### config.mk
export PLATFORM = sky130hd
export DESIGN_NAME = tadf_ctrl
export DESIGN_NICKNAME = d
export VERILOG_FILES = /design/src/rtl/tadf_pkg.sv /design/src/rtl/tadf_ctrl.sv
export SDC_FILE = /design/constraint.sdc
export NUM_CORES = 1
export LEC_CHECK = 0
export BUFFER_PORTS_ARGS = -buffer_cell sky130_fd_sc_hd__buf_2
export CAP_MARGIN = 20
export CORE_MARGIN = 5
export CORE_UTILIZATION = 54
export CTS_BUF_LIST = sky130_fd_sc_hd__clkbuf_8
export DETAILED_ROUTE_END_ITERATION = 12
export PLACE_DENSITY = 0.78
export SLEW_MARGIN = 20
export SYNTH_ARGS = -nofsm -noshare
export SYNTH_HDL_FRONTEND = slang
export SYNTH_SLANG_ARGS = --single-unit
export TNS_END_PERCENT = 30
### constraint.sdc
create_clock -name clk_i -period 2.3 [get_ports clk_i]
set_input_delay 0.46 -clock clk_i [delete_from_list [all_inputs] [get_ports clk_i]]
set_output_delay 0.46 -clock clk_i [all_outputs]
set_load 0.01 [all_outputs]
### src/rtl/tadf_pkg.sv
// shared types and constants for the triangle drag force block
`default_nettype none
package tadf_pkg;
  localparam int unsigned FracBitsDef = 16;
  localparam int unsigned RegW = 31;
  localparam int unsigned NumRegs = 6;
  localparam int unsigned CfgIdxW = 3;

  localparam logic [CfgIdxW-1:0] RegRadius = 3'd0;
  localparam logic [CfgIdxW-1:0] RegInvH = 3'd1;
  localparam logic [CfgIdxW-1:0] RegDensF = 3'd2;
  localparam logic [CfgIdxW-1:0] RegViscF = 3'd3;
  localparam logic [CfgIdxW-1:0] RegDensB = 3'd4;
  localparam logic [CfgIdxW-1:0] RegViscB = 3'd5;

  localparam logic [RegW-1:0] RstRadius = 31'd655360;
  localparam logic [RegW-1:0] RstInvH = 31'd9362;
  localparam logic [RegW-1:0] RstDensF = 31'd65536;
  localparam logic [RegW-1:0] RstViscF = 31'd65536;
  localparam logic [RegW-1:0] RstDensB = 31'd32768;
  localparam logic [RegW-1:0] RstViscB = 31'd32768;

  // multiplier operand selects
  typedef enum logic [4:0] {
    MulPx, MulPy, MulPz, MulHInv, MulXX, MulSDf, MulSVf, MulSDb, MulSVb,
    MulNx, MulNy, MulNz, MulVnVn, MulDens, MulArea, MulScN, MulVnN, MulDA, MulDV
  } mul_op_e;

  // datapath commands
  typedef enum logic [3:0] {
    CmdNone, CmdLoad, CmdSqrtStart, CmdAltitude, CmdMul, CmdSelFace, CmdDiff, CmdSum, CmdPutOut
  } dp_cmd_e;

  typedef struct packed {
    dp_cmd_e    cmd;
    mul_op_e    mop;
    logic [1:0] lane;
  } dp_ctrl_t;

  typedef struct packed {
    logic sqrt_done;
    logic above;
    logic nonpos;
    logic in_air;
    logic mode;
  } dp_stat_t;

  typedef enum logic [4:0] {
    StIdle, StSq, StSqrt, StAlt, StX, StXX, StScale, StOutside,
    StDot, StDotSum, StVv, StDen, StAr, StLane, StScN, StVnN, StDiff, StDA, StDV,
    StSum, StOut, StWait
  } state_e;
endpackage
`default_nettype wire

### src/rtl/tadf_ctrl.sv
// sequencer that steps the shared datapath through one item
`default_nettype none
module tadf_ctrl (
  input  logic               clk_i,
  input  logic               rst_ni,
  input  logic               in_valid_i,
  output logic               in_ready_o,
  output logic               out_valid_o,
  input  logic               out_ready_i,
  input  tadf_pkg::dp_stat_t stat_i,
  output tadf_pkg::dp_ctrl_t ctrl_o
);
  import tadf_pkg::*;

  state_e     state_q, state_d;
  logic [1:0] lane_q, lane_d;
  logic       ov_q, ov_d;

  // state registers
  always_ff @(posedge clk_i or negedge rst_ni) begin
    if (!rst_ni) begin
      state_q <= StIdle;
      lane_q  <= '0;
      ov_q    <= 1'b0;
    end else begin
      state_q <= state_d;
      lane_q  <= lane_d;
      ov_q    <= ov_d;
    end
  end

  assign out_valid_o = ov_q;
  assign in_ready_o  = (state_q == StIdle);

  // next state and commands
  always_comb begin
    state_d = state_q;
    lane_d  = lane_q;
    ov_d    = ov_q && !out_ready_i;
    ctrl_o  = '{cmd: CmdNone, mop: MulPx, lane: lane_q};
    case (state_q)
      StIdle: begin
        if (in_valid_i) begin
          ctrl_o.cmd = CmdLoad;
          lane_d = '0;
          state_d = StSq;
        end
      end
      StSq: begin
        if (stat_i.mode) begin
          state_d = stat_i.in_air ? StDot : StIdle;
        end else begin
          ctrl_o.cmd = CmdMul;
          ctrl_o.mop = mul_op_e'(MulPx + lane_q);
          lane_d = lane_q + 2'd1;
          if (lane_q == 2'd2) begin
            state_d = StSqrt;
          end
        end
      end
      StSqrt: begin
        ctrl_o.cmd = CmdSqrtStart;
        state_d = StWait;
      end
      StWait: begin
        if (stat_i.sqrt_done) begin
          state_d = StAlt;
        end
      end
      StAlt: begin
        ctrl_o.cmd = CmdAltitude;
        state_d = StX;
      end
      StX: begin
        ctrl_o.cmd = CmdMul;
        ctrl_o.mop = MulHInv;
        state_d = StXX;
      end
      StXX: begin
        if (stat_i.above) begin
          state_d = StOutside;
        end else begin
          ctrl_o.cmd = CmdMul;
          ctrl_o.mop = MulXX;
          lane_d = '0;
          state_d = StScale;
        end
      end
      StScale: begin
        ctrl_o.cmd = CmdMul;
        ctrl_o.mop = mul_op_e'(MulSDf + {2'b00, lane_q});
        if (lane_q == 2'd3) begin
          state_d = StIdle;
        end else begin
          lane_d = lane_q + 2'd1;
        end
      end
      StOutside: begin
        ctrl_o.cmd = CmdAltitude;
        state_d = StIdle;
      end
      StDot: begin
        ctrl_o.cmd = CmdMul;
        ctrl_o.mop = mul_op_e'(MulNx + lane_q);
        lane_d = lane_q + 2'd1;
        if (lane_q == 2'd2) begin
          state_d = StDotSum;
        end
      end
      StDotSum: begin
        ctrl_o.cmd = CmdSelFace;
        state_d = StVv;
      end
      StVv: begin
        ctrl_o.cmd = CmdMul;
        ctrl_o.mop = MulVnVn;
        state_d = StDen;
      end
      StDen: begin
        ctrl_o.cmd = CmdMul;
        ctrl_o.mop = MulDens;
        state_d = StAr;
      end
      StAr: begin
        ctrl_o.cmd = CmdMul;
        ctrl_o.mop = MulArea;
        lane_d = '0;
        state_d = StScN;
      end
      StScN: begin
        ctrl_o.cmd = CmdMul;
        ctrl_o.mop = MulScN;
        state_d = StVnN;
      end
      StVnN: begin
        ctrl_o.cmd = CmdMul;
        ctrl_o.mop = MulVnN;
        state_d = StDiff;
      end
      StDiff: begin
        ctrl_o.cmd = CmdDiff;
        state_d = StDA;
      end
      StDA: begin
        ctrl_o.cmd = CmdMul;
        ctrl_o.mop = MulDA;
        state_d = StDV;
      end
      StDV: begin
        ctrl_o.cmd = CmdMul;
        ctrl_o.mop = MulDV;
        state_d = StSum;
      end
      StSum: begin
        ctrl_o.cmd = CmdSum;
        if (lane_q == 2'd2) begin
          state_d = StOut;
        end else begin
          lane_d = lane_q + 2'd1;
          state_d = StScN;
        end
      end
      StOut: begin
        if (!ov_q) begin
          ctrl_o.cmd = CmdPutOut;
          ov_d = 1'b1;
          state_d = StIdle;
        end
      end
      StLane: state_d = StIdle;
      default: state_d = StIdle;
    endcase
  end
endmodule
`default_nettype wire

==> results.yml, run 1 <==
setup_path:
  crit_end: "ctrl_o[8]"
  path_buf_inv: 2
  crit_path_max_fanout: 16
  crit_family: "flip-flops"
  reg2reg_from: "state_q[1]"
  path_depth: 7
  r2r_cells: 6
  start_kind: "flip-flop"
  r2r_slack_ns: 0.27
  critical_path_class: "reg -> out"
  crit_chain: "buf_4, or2b_1, nand2b_1, nand2_1, a22oi_1, nor2_1, buf_2"
  worstSetupStartpoint: "state_q[0]"
  arrival_ns: 1.76
  critical_path.slowest_cell: "dfrtp_2"
  r2r_end: "lane_q[0]"
  max_stage_delay_ns: 0.50
  required_ns: 1.84
  endpoint_kind: "primary output"
power_and_ir_drop:
  leakage_nw: 0.630
  irDropWorstVdd_mv: 1.06
  p_per_area_nw_per_um2: 1630
yosys:
  synth_nets: 172
  ys_async_sr_fraction_pct: 100
  syn_inst: 161
  ys.flop_type: "dfrtp_1"
  synth-warning-count: 0
  syn-cell-area_sq_um: 1110
  synth-edff-count: 0
  synth_seq_cells: 8
  synth-seq-area-share_pct: 18.0
  synthDistinctLibCells: 47
  postSynthAreaPerCell_sq_um: 6.89
die:
  die_w_um: 55.3
  core_area_sq_um: 1960
  start_util_pct: 56.6
  die-area_sq_um: 3060
  chipHeight_um: 55.3
  core.rowCount: 16
  ios: 22
finish:
  fillers: 179
  drive_above_1_share_pct: 29.5
  fin_cells: 210
  fin_util_pct: 69.3
  area_growth_syn_to_layout_pct: 22.4
  diodes: 0
  fin_nets: 196
job:
  cap_violations: 0
global_route:
  grt_pass1_vias: 1337
  overflow: 0
  grt_use_total_pct: 24.1
  grt_pass1_wl_mm: 6.14
  antenna_found_initial: 0
  grt_max_degree: 34
drt:
  ant_nets: 0
  vias: 1366
  drc: 0
  wl_per_cell_um: 17.3
  routed_via_density: 6.50
  drt_iter0_drc: 62
  firstDrtPassIters: 5
  wirelength_mm: 3.62
sta:
  post-route-min-period_ns: 2.22
  slew_headroom_pct: 75.7
  min_period_over_period_pct: 96.3
  hold_viol: 0
  worstMarginPinSlew_ns: 0.361
  rsz0062_at_grt: "true"
  drv_slew: 0
  setup_viol: 0
  setup_tns_ns: 0
  finalClockSkew_ns: 0.00321
  holdWs_ns: 0.0614
  timing.fmax_ghz: 0.451
place:
  dp_cells: 207
  dp_hpwl_mm: 2.60
  gp_congestion: 0.934
  numPortBuffers: 20
clock_tree:
  clk_pin_slew_ns: 0.04
  cts_num_sinks: 8
  post-cts-setup-buffer-count: 0
  worst_skew_pair.late_latency_ns: 0.23
  cts_buffer_depth: 2
  postCtsHoldBufs: 0
  cts_inserted_buffers: 3
  cts_tree: "done"
  cts-root-buf: "clkbuf_8"
  cts_resized: 2
  htreeDepth: 1
status:
  outcome: "complete, no violations"
hold_path:
  hold_path.class: "in -> async"
power by group:
part           switching [mW]  internal (mW)
logic                   0.997          0.731
clock network          0.0535          0.113
registers               0.116          0.209
cell type report:
cell class                      count  area [sq um]  share of cell area (%)
Multi-Input combinational cell    133           856                    63.0
Timing Repair Buffer               34           205                    15.1
Sequential cell                     8           204                    15.0
Clock buffer                        3          41.3                    3.04
Tap cell                           27          33.8                    2.49
Inverter                            5          18.8                    1.38
synth_stat cells, drive strengths merged (5+ instances only):
cell type	number	area share, %
nor2	23	7.8
nand2	17	5.7
buf	12	5.4
nand2b	10	5.6
o21ai	10	4.5
a21oi	8	3.6
dfrtp	8	18
nand3	6	2.7
inv	5	1.7
nor3	5	2.3
registers in the layout, summed over array words and instances (netlist names):
name         cells
lane_q           2
out_valid_o      1
state_q          5
through the flow:
stage	setup slack, ns	power, mW	instance area (sq um)
finish	0.0840	2.22	1360
global route	-0.0195	2.40	1360
CTS	0.00558	2.14	1330
detailed placement	0.142	1.94	1280
global placement	0.203	1.91	1280
floorplan	0.399	1.46	1110
placed cells by master (no fill, tap or decap), types with 4 or more instances in the layout:
| cell | instances |
|---|---|
| nor2_1 | 22 |
| buf_2 | 20 |
| nand2_1 | 17 |
| buf_4 | 14 |
| nand2b_1 | 10 |
| o21ai_0 | 10 |
| a21oi_1 | 8 |
| nand3_1 | 6 |
| inv_1 | 5 |
| nor3_1 | 5 |
| dfrtp_1 | 5 |
| a21o_1 | 4 |
| nor2b_1 | 4 |
| or3_1 | 4 |
kinds of logic after synthesis:
group	Yosys count	share of synthesized area, %
buffers and inverters	20	8.23
muxes	3	3.04
DFF	8	18.0
adders and majority gates	3	3.16
AOI/OAI and AO/OA	49	32.2
and+or+nand+nor	78	35.3
worst reg2reg max path: cells and delay by family (launching register included):
| family | cells | cell delay [ns] |
|---|---|---|
| AND/OR/NAND/NOR | 2 | 0.34 |
| AO/OA/AOI/OAI | 2 | 0.52 |
| buffers and inverters | 1 | 0.21 |
| multiplexers | 1 | 0.36 |
| flip-flops | 1 | 0.49 |
worst min path at each step:
stage               startpoint         to  slack [ns]  cells after the start
finish                  rst_ni  lane_q[1]        0.06                      1
global route            rst_ni  lane_q[1]        0.07                      1
CTS                     rst_ni  lane_q[1]        0.06                      1
detailed placement      rst_ni  lane_q[0]        0.31                      1
global placement        rst_ni  lane_q[0]        0.30                      1
floorplan               rst_ni  lane_q[0]        0.16                      0
metal layers:
metal | routed length [um] | GRT usage (%) | up-vias
met5 | 0 | 0 | -
met4 | 54 | 6.94 | 0
met3 | 349 | 5.36 | 6
met2 | 1800 | 39.7 | 97
met1 | 1410 | 31.2 | 628
li1 | - | - | 635
Power figures use the tool's default switching activity.
==> inputs of run 2 (changes only) <==
--- a/config.mk
+++ b/config.mk
@@ -7,11 +7,14 @@
 export LEC_CHECK = 0
 export BUFFER_PORTS_ARGS = -buffer_cell sky130_fd_sc_hd__buf_2
 export CAP_MARGIN = 20
+export CELL_PAD_IN_SITES_DETAIL_PLACEMENT = 1
+export CELL_PAD_IN_SITES_GLOBAL_PLACEMENT = 1
 export CORE_MARGIN = 5
-export CORE_UTILIZATION = 54
+export CORE_UTILIZATION = 40
 export CTS_BUF_LIST = sky130_fd_sc_hd__clkbuf_8
 export DETAILED_ROUTE_END_ITERATION = 12
-export PLACE_DENSITY = 0.78
+export GPL_ROUTABILITY_DRIVEN = 0
+export PLACE_DENSITY_LB_ADDON = 0.1
 export SLEW_MARGIN = 20
 export SYNTH_ARGS = -nofsm -noshare
 export SYNTH_HDL_FRONTEND = slang
==> constraint.sdc (replaced) <==
create_clock -name clk_i -period 2.3 [get_ports clk_i]
set_input_delay 0.115 -clock clk_i [delete_from_list [all_inputs] [get_ports clk_i]]
set_output_delay 0.115 -clock clk_i [all_outputs]
set_load 0.01 [all_outputs]
==> run 2 against run 1 <==
First-iteration DRC count is 71% higher; final area is 1.7% lower; sequential share of layout area is 0.066 points higher; flip-flop and latch count stayed put; register-to-register slack hardly changed; sequential power is 3% higher; clock skew is 0.0011 ns lower; core utilization is 20 points lower; clock power hardly changed; worst hold slack better by 0.12 ns; non-clock buffer count is 1 lower.
==> results.yml, run 2 (same netlist as run 1, synthesis figures left out) <==
status:
  outcome: "complete, no violations"
hold_path:
  hold_path.class: "in -> reg"
  worstHoldStart: "out_ready_i"
  hold_depth: 3
  min_to: "out_valid_o"
setup_path:
  required_ns: 2.18
  max_stage_delay_ns: 0.59
  crit_path_max_fanout: 20
  critical_path.slowest_cell: "dfrtp_1"
  crit_chain: "buf_12, nand2_1, a221oi_1, nor3_1, or3_1, buf_2"
  endpoint_kind: "primary output"
  arrival_ns: 1.99
  start_kind: "flip-flop"
  r2r_end: "lane_q[0]"
  reg2reg_from: "state_q[3]"
  r2r_cells: 6
  critical_path_class: "reg -> out"
  r2r_slack_ns: 0.28
sta:
  holdWs_ns: 0.177
  worstMarginPinSlew_ns: 0.417
  drv_slew: 0
  timing.fmax_ghz: 0.475
  hold_viol: 0
  slew_headroom_pct: 72.2
  setup_viol: 0
  timing.final.ws_setup_ns: 0.194
  finalClockSkew_ns: 0.00206
  rsz0062_at_grt: "false"
  post-route-min-period_ns: 2.11
  min_period_over_period_pct: 91.6
  setup_tns_ns: 0
global_route:
  grt_use_total_pct: 20.1
  overflow: 0
  antenna_found_initial: 0
  grt_max_degree: 29
  grt_pass1_wl_mm: 6.52
  grt_pass1_vias: 1376
die:
  die-area_sq_um: 3930
  start_util_pct: 41.0
  ios: 22
  chipHeight_um: 62.7
  core.rowCount: 19
  die_w_um: 62.7
  core_area_sq_um: 2710
finish:
  fin_util_pct: 49.3
  mostFrequentLayoutCells: "nor2_1 (23), buf_2 (20), nand2_1 (17)"
  drive_above_1_share_pct: 25.3
  largest_reg_flops: 5
  final_common_cell: "nor2_1"
  diodes: 0
  final_cell_area_sq_um: 1340
  fin_nets: 195
  area_growth_syn_to_layout_pct: 20.4
  fin_cells: 213
  largest_register: "state_q"
drt:
  drt_iter0_drc: 106
  routed_via_density: 6.22
  vias: 1324
  wl_per_cell_um: 17.9
  wirelength_mm: 3.82
  firstDrtPassIters: 4
  ant_nets: 0
  drc: 0
clock_tree:
  cts_buffer_depth: 2
  cts-root-buf: "clkbuf_8"
  clk_pin_slew_ns: 0.04
  post-cts-setup-buffer-count: 0
  worst_skew_pair.late_latency_ns: 0.23
  cts_num_sinks: 8
  htreeDepth: 1
  cts_tree: "done"
  cts_inserted_buffers: 3
place:
  numPortBuffers: 20
  dpl-instance-area_sq_um: 1280
  dp_hpwl_mm: 2.91
  dp_slack_ns: 0.252
  dp_cells: 209
job:
  cap_violations: 0
power_and_ir_drop:
  irDropWorstVdd_mv: 0.984
  power_mw: 2.17
  p_per_area_nw_per_um2: 1630
  leakage_nw: 0.627
==> run 2: worst max-delay path by stage <==
stage / slack, ns / cells after the start / to / from
after CTS: 0.08 / 5 / ctrl_o[9] / state_q[0]
final: 0.19 / 6 / ctrl_o[9] / state_q[0]
after floorplan: 0.54 / 5 / lane_q[0] / state_q[2]
after global placement: 0.33 / 6 / lane_q[1] / state_q[3]
after global routing: 0.02 / 6 / ctrl_o[9] / state_q[0]
after detailed placement: 0.25 / 6 / lane_q[0] / state_q[1]
==> run 2: layout make-up <==
class / count / area, sq um
Fill cell: 365 / 1370
Multi-Input combinational cell: 133 / 823
Timing Repair Buffer: 33 / 213
Sequential cell: 8 / 201
Clock buffer: 3 / 41.3
Tap cell: 31 / 38.8
Inverter: 5 / 18.8
==> run 2: what timing repair did <==
action | CTS | global route
hold buffers | 1 | 0
hold endpoints to repair | 8 | 0
endpoints found under the setup margin | 0 | 1
gates resized for setup | 0 | 2
==> run 2: power by group <==
part	total (mW)	internal (mW)	switching, mW	leakage (nW)
registers	0.335	0.205	0.130	0.103
logic	1.67	0.715	0.958	0.502
clock network	0.166	0.113	0.0526	0.0216
total	2.17	1.03	1.14	0.627
==> run 2: layer usage <==
metal / up-vias / routed length [um] / track usage, %
met1: 658 / 1730 / 24.9
met5: - / 0 / 0
li1: 629 / - / -
met4: 0 / 78 / 8.75
met2: 29 / 1850 / 34.3
met3: 8 / 158 / 2.70
==> run 2: critical path: cells and delay by family (launching register included) <==
family | cells | cell delay (ns)
flops | 1 | 0.59
buf+inv | 2 | 0.35
compound gates | 1 | 0.32
simple gates | 3 | 0.49
